`config.mk`:
```
export PLATFORM = sky130hd
export DESIGN_NAME = lru_register_cache_with_writeback
export DESIGN_NICKNAME = d
export VERILOG_FILES = /design/src/rtl/core/lrc_pkg.sv /design/src/rtl/core/lrc_ctrl.sv /design/src/rtl/core/lrc_datapath.sv /design/src/rtl/core/lru_register_cache_with_writeback.sv
export SDC_FILE = /design/constraint.sdc
export NUM_CORES = 1
export LEC_CHECK = 0
export ABC_AREA = 1
export BUFFER_PORTS_ARGS = -buffer_cell sky130_fd_sc_hd__buf_2
export CORE_ASPECT_RATIO = 1.25
export CORE_MARGIN = 1
export CORE_UTILIZATION = 60
export DETAILED_ROUTE_END_ITERATION = 7
export PLACE_DENSITY = 0.77
export REMOVE_ABC_BUFFERS = 1
export SLEW_MARGIN = 20
export SYNTH_ARGS = -nofsm -noshare
export SYNTH_HDL_FRONTEND = slang
export SYNTH_SLANG_ARGS = --single-unit
```
`constraint.sdc`:
```
create_clock -name i_clk -period 3.75 [get_ports i_clk]
set_clock_uncertainty 0.05 [all_clocks]
set_input_delay 1.125 -clock i_clk [delete_from_list [all_inputs] [get_ports i_clk]]
set_output_delay 1.125 -clock i_clk [all_outputs]
set_load 0.01 [all_outputs]
```
`src/rtl/core/lrc_pkg.sv`:
```
// Package for the LRU register cache: shared widths, default parameter values,
// the controller state type and the controller-to-datapath command struct.
// No dependencies.
`default_nettype none
package lrc_pkg;

    // Fixed widths of the request and result fields.
    localparam int VAR_ID_W    = 16;
    localparam int REG_INDEX_W = 3;

    // Defaults for the top-level parameters.
    localparam int NUM_SLOTS_DEF = 8;
    localparam int ID_BITS_DEF   = 16;

    typedef enum logic [0:0] {
        ST_IDLE = 1'b0,
        ST_EXEC = 1'b1
    } t_lrc_state;

    // Commands from the controller to the datapath.
    typedef struct packed {
        logic load;  // capture the incoming request
        logic exec;  // look up, update the slots and register the result
    } t_lrc_cmd;

endpackage
`default_nettype wire

```
`src/rtl/core/lrc_ctrl.sv`:
```
// Controller for the LRU register cache: accepts a request and sequences the
// lookup-and-update step in the datapath. Depends on lrc_pkg.
`default_nettype none
module lrc_ctrl (
    input  wire logic              i_clk,
    input  wire logic              i_rst_n,
    input  wire logic              start,
    output logic                   busy,
    output lrc_pkg::t_lrc_cmd      o_cmd
);
    import lrc_pkg::*;

    t_lrc_state r_state;
    t_lrc_state n_state;

    always_ff @(posedge i_clk) begin
        if (!i_rst_n) begin
            r_state <= ST_IDLE;
        end else begin
            r_state <= n_state;
        end
    end

    always_comb begin
        n_state = r_state;
        case (r_state)
            ST_IDLE: begin
                if (start) begin
                    n_state = ST_EXEC;
                end
            end
            ST_EXEC: begin
                n_state = ST_IDLE;
            end
            default: begin
                n_state = ST_IDLE;
            end
        endcase
    end

    always_comb begin
        o_cmd.load = 1'b0;
        o_cmd.exec = 1'b0;
        busy       = 1'b0;
        case (r_state)
            ST_IDLE: begin
                o_cmd.load = start;
            end
            ST_EXEC: begin
                o_cmd.exec = 1'b1;
                busy       = 1'b1;
            end
            default: begin
                busy = 1'b0;
            end
        endcase
    end

endmodule
`default_nettype wire

```
`src/rtl/core/lrc_datapath.sv`:
```
// Datapath for the LRU register cache: slot tags, valid and dirty bits, ages,
// the parallel tag compare, victim selection and the result register.
// Depends on lrc_pkg.
`default_nettype none
module lrc_datapath #(
    parameter int NUM_SLOTS = lrc_pkg::NUM_SLOTS_DEF,
    parameter int ID_BITS   = lrc_pkg::ID_BITS_DEF
) (
    input  wire logic                              i_clk,
    input  wire logic                              i_rst_n,
    input  wire lrc_pkg::t_lrc_cmd                 i_cmd,
    input  wire logic [lrc_pkg::VAR_ID_W-1:0]      i_variable_id,
    input  wire logic                              i_is_write,
    output logic                                   o_valid,
    output logic [lrc_pkg::REG_INDEX_W-1:0]        o_reg_index,
    output logic                                   o_hit,
    output logic                                   o_evicted,
    output logic                                   o_writeback,
    output logic [lrc_pkg::VAR_ID_W-1:0]           o_evicted_id
);
    import lrc_pkg::*;

    // The identifier port is VAR_ID_W bits, so no stored tag needs more.
    localparam int TAG_W  = (ID_BITS < VAR_ID_W) ? ID_BITS : VAR_ID_W;
    localparam int SLOT_W = $clog2(NUM_SLOTS);
    localparam int AGE_W  = $clog2(NUM_SLOTS);
    localparam logic [AGE_W-1:0] AGE_OLDEST = AGE_W'(NUM_SLOTS - 1);

    logic [TAG_W-1:0]  r_req_id;
    logic              r_req_wr;
    logic [NUM_SLOTS-1:0] r_slot_valid;
    logic [NUM_SLOTS-1:0] r_slot_dirty;
    logic [TAG_W-1:0]  r_slot_tag [NUM_SLOTS];
    logic [AGE_W-1:0]  r_slot_age [NUM_SLOTS];

    logic              r_valid;
    logic [REG_INDEX_W-1:0] r_reg_index;
    logic              r_hit;
    logic              r_evicted;
    logic              r_writeback;
    logic [VAR_ID_W-1:0] r_evicted_id;

    logic [NUM_SLOTS-1:0] match;
    logic [NUM_SLOTS-1:0] oldest;
    logic [NUM_SLOTS-1:0] age_inc;
    logic [SLOT_W-1:0] hit_idx;
    logic [SLOT_W-1:0] free_idx;
    logic [SLOT_W-1:0] victim_idx;
    logic [SLOT_W-1:0] sel_idx;
    logic              hit;
    logic              any_free;
    logic              evict;
    logic [AGE_W-1:0]  hit_age;

    always_comb begin
        for (int i = 0; i < NUM_SLOTS; i++) begin
            match[i]  = r_slot_valid[i] && (r_slot_tag[i] == r_req_id);
            oldest[i] = (r_slot_age[i] == AGE_OLDEST);
        end
    end

    // Lowest-numbered candidate wins in each priority encoder.
    always_comb begin
        hit_idx    = '0;
        free_idx   = '0;
        victim_idx = '0;
        for (int i = NUM_SLOTS - 1; i >= 0; i--) begin
            if (match[i]) begin
                hit_idx = SLOT_W'(i);
            end
            if (!r_slot_valid[i]) begin
                free_idx = SLOT_W'(i);
            end
            if (oldest[i]) begin
                victim_idx = SLOT_W'(i);
            end
        end
    end

    // With every slot valid the ages are a permutation of 0 .. NUM_SLOTS-1,
    // so the victim is the one slot at the oldest age.
    assign hit      = |match;
    assign any_free = ~&r_slot_valid;
    assign evict    = !hit && !any_free;
    assign sel_idx  = hit ? hit_idx : (any_free ? free_idx : victim_idx);
    assign hit_age  = r_slot_age[hit_idx];

    // On a hit only slots younger than the hit slot age; on a fill all valid ones do.
    always_comb begin
        for (int i = 0; i < NUM_SLOTS; i++) begin
            age_inc[i] = (SLOT_W'(i) != sel_idx) && r_slot_valid[i]
                         && (!hit || (r_slot_age[i] < hit_age));
        end
    end

    always_ff @(posedge i_clk) begin
        if (i_cmd.load) begin
            r_req_id <= TAG_W'(i_variable_id);
            r_req_wr <= i_is_write;
        end
    end

    always_ff @(posedge i_clk) begin
        if (!i_rst_n) begin
            r_slot_valid <= '0;
            r_slot_dirty <= '0;
            for (int i = 0; i < NUM_SLOTS; i++) begin
                r_slot_age[i] <= '0;
            end
        end else if (i_cmd.exec) begin
            for (int i = 0; i < NUM_SLOTS; i++) begin
                if (SLOT_W'(i) == sel_idx) begin
                    r_slot_valid[i] <= 1'b1;
                    r_slot_age[i]   <= '0;
                    r_slot_dirty[i] <= (hit && r_slot_dirty[i]) || r_req_wr;
                end else if (age_inc[i]) begin
                    r_slot_age[i] <= r_slot_age[i] + 1'b1;
                end
            end
        end
    end

    always_ff @(posedge i_clk) begin
        if (i_cmd.exec && !hit) begin
            r_slot_tag[sel_idx] <= r_req_id;
        end
    end

    always_ff @(posedge i_clk) begin
        if (!i_rst_n) begin
            r_valid <= 1'b0;
        end else begin
            r_valid <= i_cmd.exec;
        end
    end

    always_ff @(posedge i_clk) begin
        if (i_cmd.exec) begin
            r_reg_index  <= REG_INDEX_W'(sel_idx);
            r_hit        <= hit;
            r_evicted    <= evict;
            r_writeback  <= evict && r_slot_dirty[victim_idx];
            r_evicted_id <= evict ? VAR_ID_W'(r_slot_tag[victim_idx]) : '0;
        end
    end

    assign o_valid      = r_valid;
    assign o_reg_index  = r_reg_index;
    assign o_hit        = r_hit;
    assign o_evicted    = r_evicted;
    assign o_writeback  = r_writeback;
    assign o_evicted_id = r_evicted_id;

endmodule
`default_nettype wire

```
`src/rtl/core/lru_register_cache_with_writeback.sv`:
```
// Top level of the LRU register cache with dirty writeback: joins the
// controller and the datapath. Depends on lrc_pkg, lrc_ctrl and lrc_datapath.
//
// Usage: a request (i_variable_id, i_is_write) is taken at a rising edge with
// start high and busy low. Each request yields exactly one result, shown on
// o_reg_index, o_hit, o_evicted, o_writeback and o_evicted_id for one cycle
// while o_valid is high.
// Timing: the cycle after acceptance runs the parallel tag compare over all
// slots, picks the slot (hit, lowest free, or oldest) and updates tags, dirty
// bits and ages in one step; busy is high during that cycle. The result is
// registered at the end of that cycle and shown with o_valid in the cycle
// after it. A new request is not taken while busy is high, that is while the
// lookup-and-update of the previous request runs in the controller.
// Reset (synchronous, active low) empties the cache: all slots invalid and
// clean, all ages zero, no result pending. Results cannot be held off by the
// receiver; each transaction must be taken in its strobe cycle.
`default_nettype none
module lru_register_cache_with_writeback #(
    parameter int NUM_SLOTS = lrc_pkg::NUM_SLOTS_DEF,
    parameter int ID_BITS   = lrc_pkg::ID_BITS_DEF
) (
    input  wire logic                              i_clk,
    input  wire logic                              i_rst_n,
    input  wire logic                              start,
    output logic                                   busy,
    input  wire logic [lrc_pkg::VAR_ID_W-1:0]      i_variable_id,
    input  wire logic                              i_is_write,
    output logic                                   o_valid,
    output logic [lrc_pkg::REG_INDEX_W-1:0]        o_reg_index,
    output logic                                   o_hit,
    output logic                                   o_evicted,
    output logic                                   o_writeback,
    output logic [lrc_pkg::VAR_ID_W-1:0]           o_evicted_id
);
    import lrc_pkg::*;

    t_lrc_cmd cmd;

    lrc_ctrl u_ctrl (
        .i_clk   (i_clk),
        .i_rst_n (i_rst_n),
        .start   (start),
        .busy    (busy),
        .o_cmd   (cmd)
    );

    lrc_datapath #(
        .NUM_SLOTS (NUM_SLOTS),
        .ID_BITS   (ID_BITS)
    ) u_datapath (
        .i_clk         (i_clk),
        .i_rst_n       (i_rst_n),
        .i_cmd         (cmd),
        .i_variable_id (i_variable_id),
        .i_is_write    (i_is_write),
        .o_valid       (o_valid),
        .o_reg_index   (o_reg_index),
        .o_hit         (o_hit),
        .o_evicted     (o_evicted),
        .o_writeback   (o_writeback),
        .o_evicted_id  (o_evicted_id)
    );

    // An accepted request is followed by the busy cycle and then its result.
    a_accept_busy: assert property (@(posedge i_clk) disable iff (!i_rst_n)
        (start && !busy) |=> (busy ##1 o_valid))
        else $error("accepted request not followed by busy and result");

    a_hit_no_evict: assert property (@(posedge i_clk) disable iff (!i_rst_n)
        (o_valid && o_hit) |-> (!o_evicted && !o_writeback && (o_evicted_id == '0)))
        else $error("hit reported together with an eviction");

    a_wb_needs_evict: assert property (@(posedge i_clk) disable iff (!i_rst_n)
        (o_valid && o_writeback) |-> o_evicted)
        else $error("writeback without an eviction");

    a_result_only_after_busy: assert property (@(posedge i_clk) disable iff (!i_rst_n)
        o_valid |-> $past(busy))
        else $error("result strobe without a lookup cycle");

endmodule
`default_nettype wire

```
==> results.cfg, run 1 <==
[run_status]
status = finished clean

[drt]
wire_per_inst_um = 22.36
dr_total_vias = 12724
drt-pass1-iter-count = 6
dr.first_iter.drc_count = 1588
post-route-drc-count = 0
ant_nets = 0
vias_per_cell = 6.153
routed_wl_um = 46240

[setup_path]
worstSetupPathType = reg2reg
path_buf_inv = 5
r2r-end = u_datapath.r_slot_age[7][2]
cp_max_fo = 5
start_kind = register
crit_top_cell = nand2_1
end_kind = register
arrival_ns = 3.82
cp_slowest_stage_delay_ns = 0.54
rr_worst_depth = 29
crit_slowest_cell = edfxtp_1
rr_startpoint = u_datapath.r_req_id[13]
r2r_setup_slack_ns = 0.10
critPathTopFamily = simple AND/OR/NAND/NOR gates
crit_required_ns = 3.93

[yosys]
synth_cells = 1629
synthDistinctLibCells = 53
syn_area_per_cell_um2 = 7.914
ys.flop_type = edfxtp_1
synth-edff-count = 191
yosys_warnings = 0
ys_seq_elements = 209
syn_area_um2 = 12890
async_reset_ff_frac = 0
synth_seq_area_share = 0.4729

[floorplanning]
die-height_um = 165.9
dieArea_um2 = 22080
start_util = 0.6149
rows = 59
fp.dieW_um = 133.1
coreArea_um2 = 20970
boundaryPins = 44

[timing]
worst_slew_pin_slew_ns = 0.8021
finalCritPeriodShare = 0.9721
fmaxAchievable_mhz = 274.3
fin_ws_ns = 0.1045
fin_crit_ns = 3.645
finalSetupViolCount = 0
report.final.hold_viol_count = 0
slew_headroom = 0.4612
setup_tns_ns = 0
slew_viol_final = 0

[cts]
clkTransAtPathRegs_ns = 0.06
insertion_delay_ns = 0.52
htreeDepth = 1
cts_buffer_depth = 3
cts_sinks = 209
clockRootBuffer = clkbuf_16
cts_tree = built
cts_buffers = 22

[placement]
hpwl_um = 33710
gp_congestion = 1.030
post-place-ws_ns = 0.007812
portBuffers = 43
dp_cells = 1994

[power]
intPower_w = 0.004285
combPwrFrac = 0.117
p_per_area_nw_per_um2 = 370.8
power.switching_w = 0.001459
clkPwrFrac = 0.424
peakVddDrop_v = 0.0004767
pwr-share-seq = 0.459
p_leak_nw = 6.831
sw_frac_of_total = 0.2541
finalPower_w = 0.005745

[worst_hold_path]
worstHoldPathCells = 2
hold_class = reg2reg
hold_start = u_datapath.r_slot_dirty[4]
hold-path-endpoint = u_datapath.r_slot_dirty[4]

[cells_and_area]
diodes = 0
finalNetCount = 1824
drive_gt1_frac = 0.1851
stdcell_count = 2068
area_delta_synth_final_pct = 20.19

[grt]
grt_overflow = 0
antenna_found_initial = 0
track_usage = 0.4099
grt_pass1_wl_um = 67050
grt_pass1_vias = 11800
grt_max_degree = 65

[run]
maxCapViolCount = 0
sequential cells by signal (all words and copies together) (netlist names):
name	flops
u_datapath.r_req_wr	1
u_datapath.r_slot_tag	128
u_datapath.r_slot_valid	8
u_ctrl.r_state	1
u_datapath.r_req_id	16
u_datapath.o_evicted	1
u_datapath.o_evicted_id	16
u_datapath.o_hit	1
u_datapath.o_writeback	1
u_datapath.o_valid	1
u_datapath.o_reg_index	3
u_datapath.r_slot_age	24
u_datapath.r_slot_dirty	8
cells in the mapped netlist, types with 2 or more instances:
cell type / instances / area, µm²
o221a_2: 2 / 22.52
buf_4: 14 / 105.1
clkinv_1: 7 / 26.28
nor2_2: 5 / 31.28
o2111ai_1: 3 / 26.28
nor4_1: 20 / 125.1
nand2_4: 3 / 33.78
clkbuf_1: 29 / 108.9
ha_1: 24 / 300.3
nand3_4: 2 / 35.03
xnor2_1: 10 / 87.58
dfxtp_1: 18 / 360.4
nand3_2: 2 / 20.02
edfxtp_1: 191 / 5736
and3_1: 2 / 12.51
a2111oi_0: 2 / 17.52
or2_2: 4 / 25.02
a211oi_1: 3 / 22.52
a31oi_1: 8 / 50.05
o211ai_1: 7 / 52.55
inv_1: 220 / 825.8
nor3b_1: 5 / 37.54
a311oi_1: 10 / 87.58
a21oi_2: 8 / 70.07
o21ai_0: 88 / 440.4
xor2_1: 18 / 157.7
nand3_1: 89 / 445.4
inv_2: 15 / 56.30
o21ai_1: 7 / 35.03
buf_6: 3 / 33.78
nor2_1: 210 / 788.3
nor3_1: 44 / 220.2
a21oi_1: 72 / 360.4
nand2_2: 14 / 87.58
buf_2: 4 / 20.02
nand4_1: 59 / 369.1
nand2_1: 386 / 1449
nand3b_1: 5 / 37.54
or2_1: 2 / 12.51
worst register-to-register path: cells and delay by family (launching register included):
family | cells | cell delay [ns]
flip-flops | 1 | 0.54
buffers and inverters | 5 | 0.57
AO/OA/AOI/OAI | 1 | 0.04
AND/OR/NAND/NOR | 22 | 1.88
adder cells (fa/ha/maj) | 1 | 0.29
cells by family (layout without fill, tap and decap cells):
group | after synthesis | count (layout) | share of synthesized area
simple gates | 859 | 859 | 0.2963
buf+inv | 294 | 459 | 0.09288
compound gates | 214 | 214 | 0.09434
flops | 209 | 209 | 0.4729
xor+xnor | 29 | 29 | 0.02029
fa+ha+maj | 24 | 24 | 0.02329
power by group through the flow:
stage	sequential (W)	clock (W)	combinational, W
finish	0.00264	0.00244	0.000670
CTS	0.00264	0.00244	0.000597
global route	0.00264	0.00251	0.000713
global placement	0.00269	0	0.000575
detailed placement	0.00269	0	0.000585
floorplan	0.00270	0	0.000302
final cells by class:
| class | instances | area, µm² |
|---|---|---|
| Fill cell | 1590 | 5472 |
| Clock buffer | 24 | 579.3 |
| Sequential cell | 209 | 6097 |
| Inverter | 243 | 930.9 |
| Clock inverter | 14 | 219.0 |
| Multi-Input combinational cell | 1126 | 5854 |
| Timing Repair Buffer | 178 | 1470 |
| Tap cell | 274 | 342.8 |
worst max path at each step:
stage	depth (start not counted)	slack, ns	endpoint	startpoint
finish	29	0.10	u_datapath.r_slot_age[7][2]	u_datapath.r_req_id[13]
global route	30	-0.04	u_datapath.r_slot_age[6][2]	u_datapath.r_req_id[6]
CTS	24	0.01	u_datapath.r_slot_age[6][1]	u_datapath.r_req_id[9]
detailed placement	24	0.008	u_datapath.r_slot_age[6][1]	u_datapath.r_req_id[0]
global placement	24	0.11	u_datapath.r_slot_age[3][1]	u_datapath.r_req_id[0]
floorplan	13	-1.52	u_datapath.r_slot_tag[6][0]	u_datapath.r_slot_age[5][0]
per-layer routing:
layer	GRT usage	wire, µm	vias to the layer above	share of wire
met5	0	0	-	0
met4	0.2955	3731	0	0.081
met3	0.06807	4352	234	0.094
met2	0.6631	21560	857	0.47
met1	0.4957	16600	5866	0.36
li1	-	-	5767	-
cells in the final DEF, fill, tap and decap left out, types with 9 or more instances in the layout:
master     netlist  final
a21oi_1         72     71
a21oi_2          8      9
a311oi_1        10     10
buf_12           0     14
buf_2            4     43
buf_4           14    107
buf_6            3     13
clkbuf_16        0     24
dfxtp_1         18     17
edfxtp_1       191    191
ha_1            24     22
inv_1          220    215
inv_2           15     15
nand2_1        386    363
nand2_2         14     31
nand3_1         89     85
nand4_1         59     59
nor2_1         210    200
nor2_2           5     14
nor3_1          44     41
nor4_1          20     17
o21ai_0         88     88
xor2_1          18     18
metrics by stage:
step,instance area [µm²],util,hold slack [ns]
floorplan,12610,-,0.3963
finish,15490,0.7390,0.4313
detailed placement,14100,0.6725,0.4241
CTS,14930,0.7123,0.4335
global placement,14100,0.6725,0.4067
global route,15490,0.7390,0.4637
what timing repair did:
item | in CTS | in global routing
setup buffers | 4 | 31
hold buffers | 0 | 0
gates cloned | 0 | 1
pin swaps | 0 | 33
gates resized for setup | 1 | 82
endpoints found under the setup margin | 9 | 144
Power figures use the tool's default switching activity.
==> run 2: changes to the inputs <==
- ABC_AREA: 1 -> not set
- PLACE_DENSITY: 0.77 -> 0.78
==> results.cfg, run 2 <==
[floorplanning]
start_util = 0.6159
dieArea_um2 = 19990
boundaryPins = 44
rows = 56
coreArea_um2 = 18920
fp.dieW_um = 126.6
die-height_um = 157.8

[cts]
cts_buffer_depth = 3
insertion_delay_ns = 0.52
htreeDepth = 1
cts_buffers = 22
cts_tree = built
clockRootBuffer = clkbuf_16
cts.hold.buffers_added = 0
clkTransAtPathRegs_ns = 0.07
cts_sinks = 209

[grt]
grt_pass1_wl_um = 56950
grt_overflow = 0
track_usage = 0.3835
grt_max_degree = 69
grt_pass1_vias = 10422
antenna_found_initial = 0

[cells_and_area]
stdcell_count = 1615
area_delta_synth_final_pct = 33.92
multiInputGateArea_um2 = 6028
nFillCells = 1042
seqCellArea_um2 = 6096
reg.largest.list = u_datapath.r_slot_tag x128, u_datapath.r_slot_age x24
largest_reg_flops = 128
finalNetCount = 1413
final_cell_mix = 208 x buf_4, 194 x nand2_1, 191 x edfxtp_1
drive_gt1_frac = 0.3536
final_common_cell = buf_4
top_register = u_datapath.r_slot_tag
diodes = 0
utilization = 0.8249

[drt]
dr.first_iter.drc_count = 1273
post-route-drc-count = 0
routed_wl_um = 39700
dr_total_vias = 10720
drt-pass1-iter-count = 7
ant_nets = 0
vias_per_cell = 6.638
wire_per_inst_um = 24.58

[power]
p_leak_nw = 5.838
p_per_area_nw_per_um2 = 352.5
peakVddDrop_v = 0.0004321

[yosys]
syn_area_per_cell_um2 = 10.56
yosys.area_share.simple = 0.2015
synth_seq_area_share = 0.5231
synth_cells = 1103
ys_seq_elements = 209
synth_area_leader_cell = edfxtp_1
yosys.cell_count.top_type = nand2_1
yosys_warnings = 0
synth_top_area_frac = 0.4922
synth-compound-area-share = 0.1062
yosys-mux-area-fraction = 0.01299
ys.flop_type = edfxtp_1
synth-edff-count = 191
synthDistinctLibCells = 72
synth_common_cells = 196 x nand2_1, 191 x edfxtp_1, 92 x xnor2_1, 66 x nand3_1, 66 x nor2_1
syn_area_um2 = 11650
synthAdderAreaFrac = 0.03168
async_reset_ff_frac = 0
synth_top_family_by_area = simple AND/OR/NAND/NOR gates
synth_xor_area_frac = 0.09761
synth_area_leaders = edfxtp_1 49%, xnor2_1 6.9%, nand2_1 6.3%

[setup_path]
start_kind = register
crit_required_ns = 3.95
arrival_ns = 4.14
worstSetupPathType = reg2reg
cp_max_fo = 5
end_kind = register

[timing]
report.final.hold_viol_count = 0
setup_tns_ns = -8.573
fmaxAchievable_mhz = 253.9
finalCritPeriodShare = 1.050
worst_slew_pin_slew_ns = 1.177
finalSetupViolCount = 110
slew_viol_final = 0
fin_crit_ns = 3.938
slew_headroom = 0.2108
rsz0062_at_grt = true
fin_ws_ns = -0.1883

[placement]
portBuffers = 43
gp_congestion = 1.013
dp_cells = 1550
post-place-ws_ns = -0.7096
hpwl_um = 26250

[run_status]
violations = setup timing
status = complete, but fails checks

[worst_hold_path]
hold_class = reg2reg

[run]
maxCapViolCount = 0
[run 2: changes by cell type after synthesis, sizes merged, moves of 46 or more]
cell   previous run  this run
nor2            215        67
nand2           404       198
xnor2            11        92
o21ai            95        37
inv             236        15
a21oi            80        34
[run 2: power breakdown]
part | switching [W] | leakage [nW] | internal (W)
combinational | 0.000393 | 3.56 | 0.000316
sequential | 0.0000384 | 1.94 | 0.00259
clock | 0.000912 | 0.342 | 0.00126
[run 2: cell type report]
class,count,share of cell area
inverter,15,0.003608
multi-input combinational,825,0.3863
sequential,209,0.3906
timing repair buffer,296,0.1563
clock inverter,10,0.006414
clock buffer,28,0.03809
tap,232,0.01860
[run 2: path summary, 6_finish.rpt]
kind	endpoint	slack [ns]	startpoint	depth (start not counted)
max reg2reg	u_datapath.r_slot_age[1][2]	-0.19	u_datapath.r_req_id[15]	16
min reg2reg	u_datapath.r_slot_dirty[5]	0.43	u_datapath.r_slot_dirty[5]	2
min	u_datapath.r_slot_dirty[5]	0.43	u_datapath.r_slot_dirty[5]	2
max	u_datapath.r_slot_age[1][2]	-0.19	u_datapath.r_req_id[15]	16
[run 2: logic make-up after synthesis]
kind of cell / after synthesis
simple gates: 479
mux: 14
xor+xnor: 129
compound gates: 174
flops: 209
fa+ha+maj: 29
buf+inv: 69
[run 2: metal layers]
layer,track usage,vias up,wire length (µm)
met5,0,-,0
met4,0.3155,0,3644
met3,0.05847,230,3393
met2,0.6588,761,19230
met1,0.4250,5143,13430
li1,-,4586,-
[run 2: what timing repair did]
action                     CTS  global route
cloned                       1             2
gates resized for setup     91            98
setup endpoints to repair  145           179
buffers inserted            16             8
pin swaps                   24            41
[run 2: stage by stage]
| stage | cell area [µm²] | hold WS, ns | total power [W] |
|---|---|---|---|
| 6_report | 15610 | 0.4253 | 0.005501 |
| 3_5_place_dp | 13760 | 0.4165 | 0.003245 |
| 4_1_cts | 15060 | 0.4255 | 0.005423 |
| 3_3_place_gp | 13760 | 0.4122 | 0.003231 |
| 5_1_grt | 15610 | 0.4394 | 0.005613 |
| 2_1_floorplan | 11400 | 0.4027 | 0.002949 |
[run 2: worst max-delay path, cell delays in order (launching register included)]
cell	delay, ns
edfxtp_1	0.44
buf_4	0.21
xnor2_1	0.39
nand4_1	0.21
or4_4	0.58
o22a_1	0.24
a21oi_2	0.18
nor2_4	0.06
mux2_4	0.31
nor2_4	0.13
a21oi_4	0.05
buf_6	0.15
ha_4	0.27
buf_6	0.10
nor2_2	0.03
o211ai_1	0.16
o21ai_1	0.09
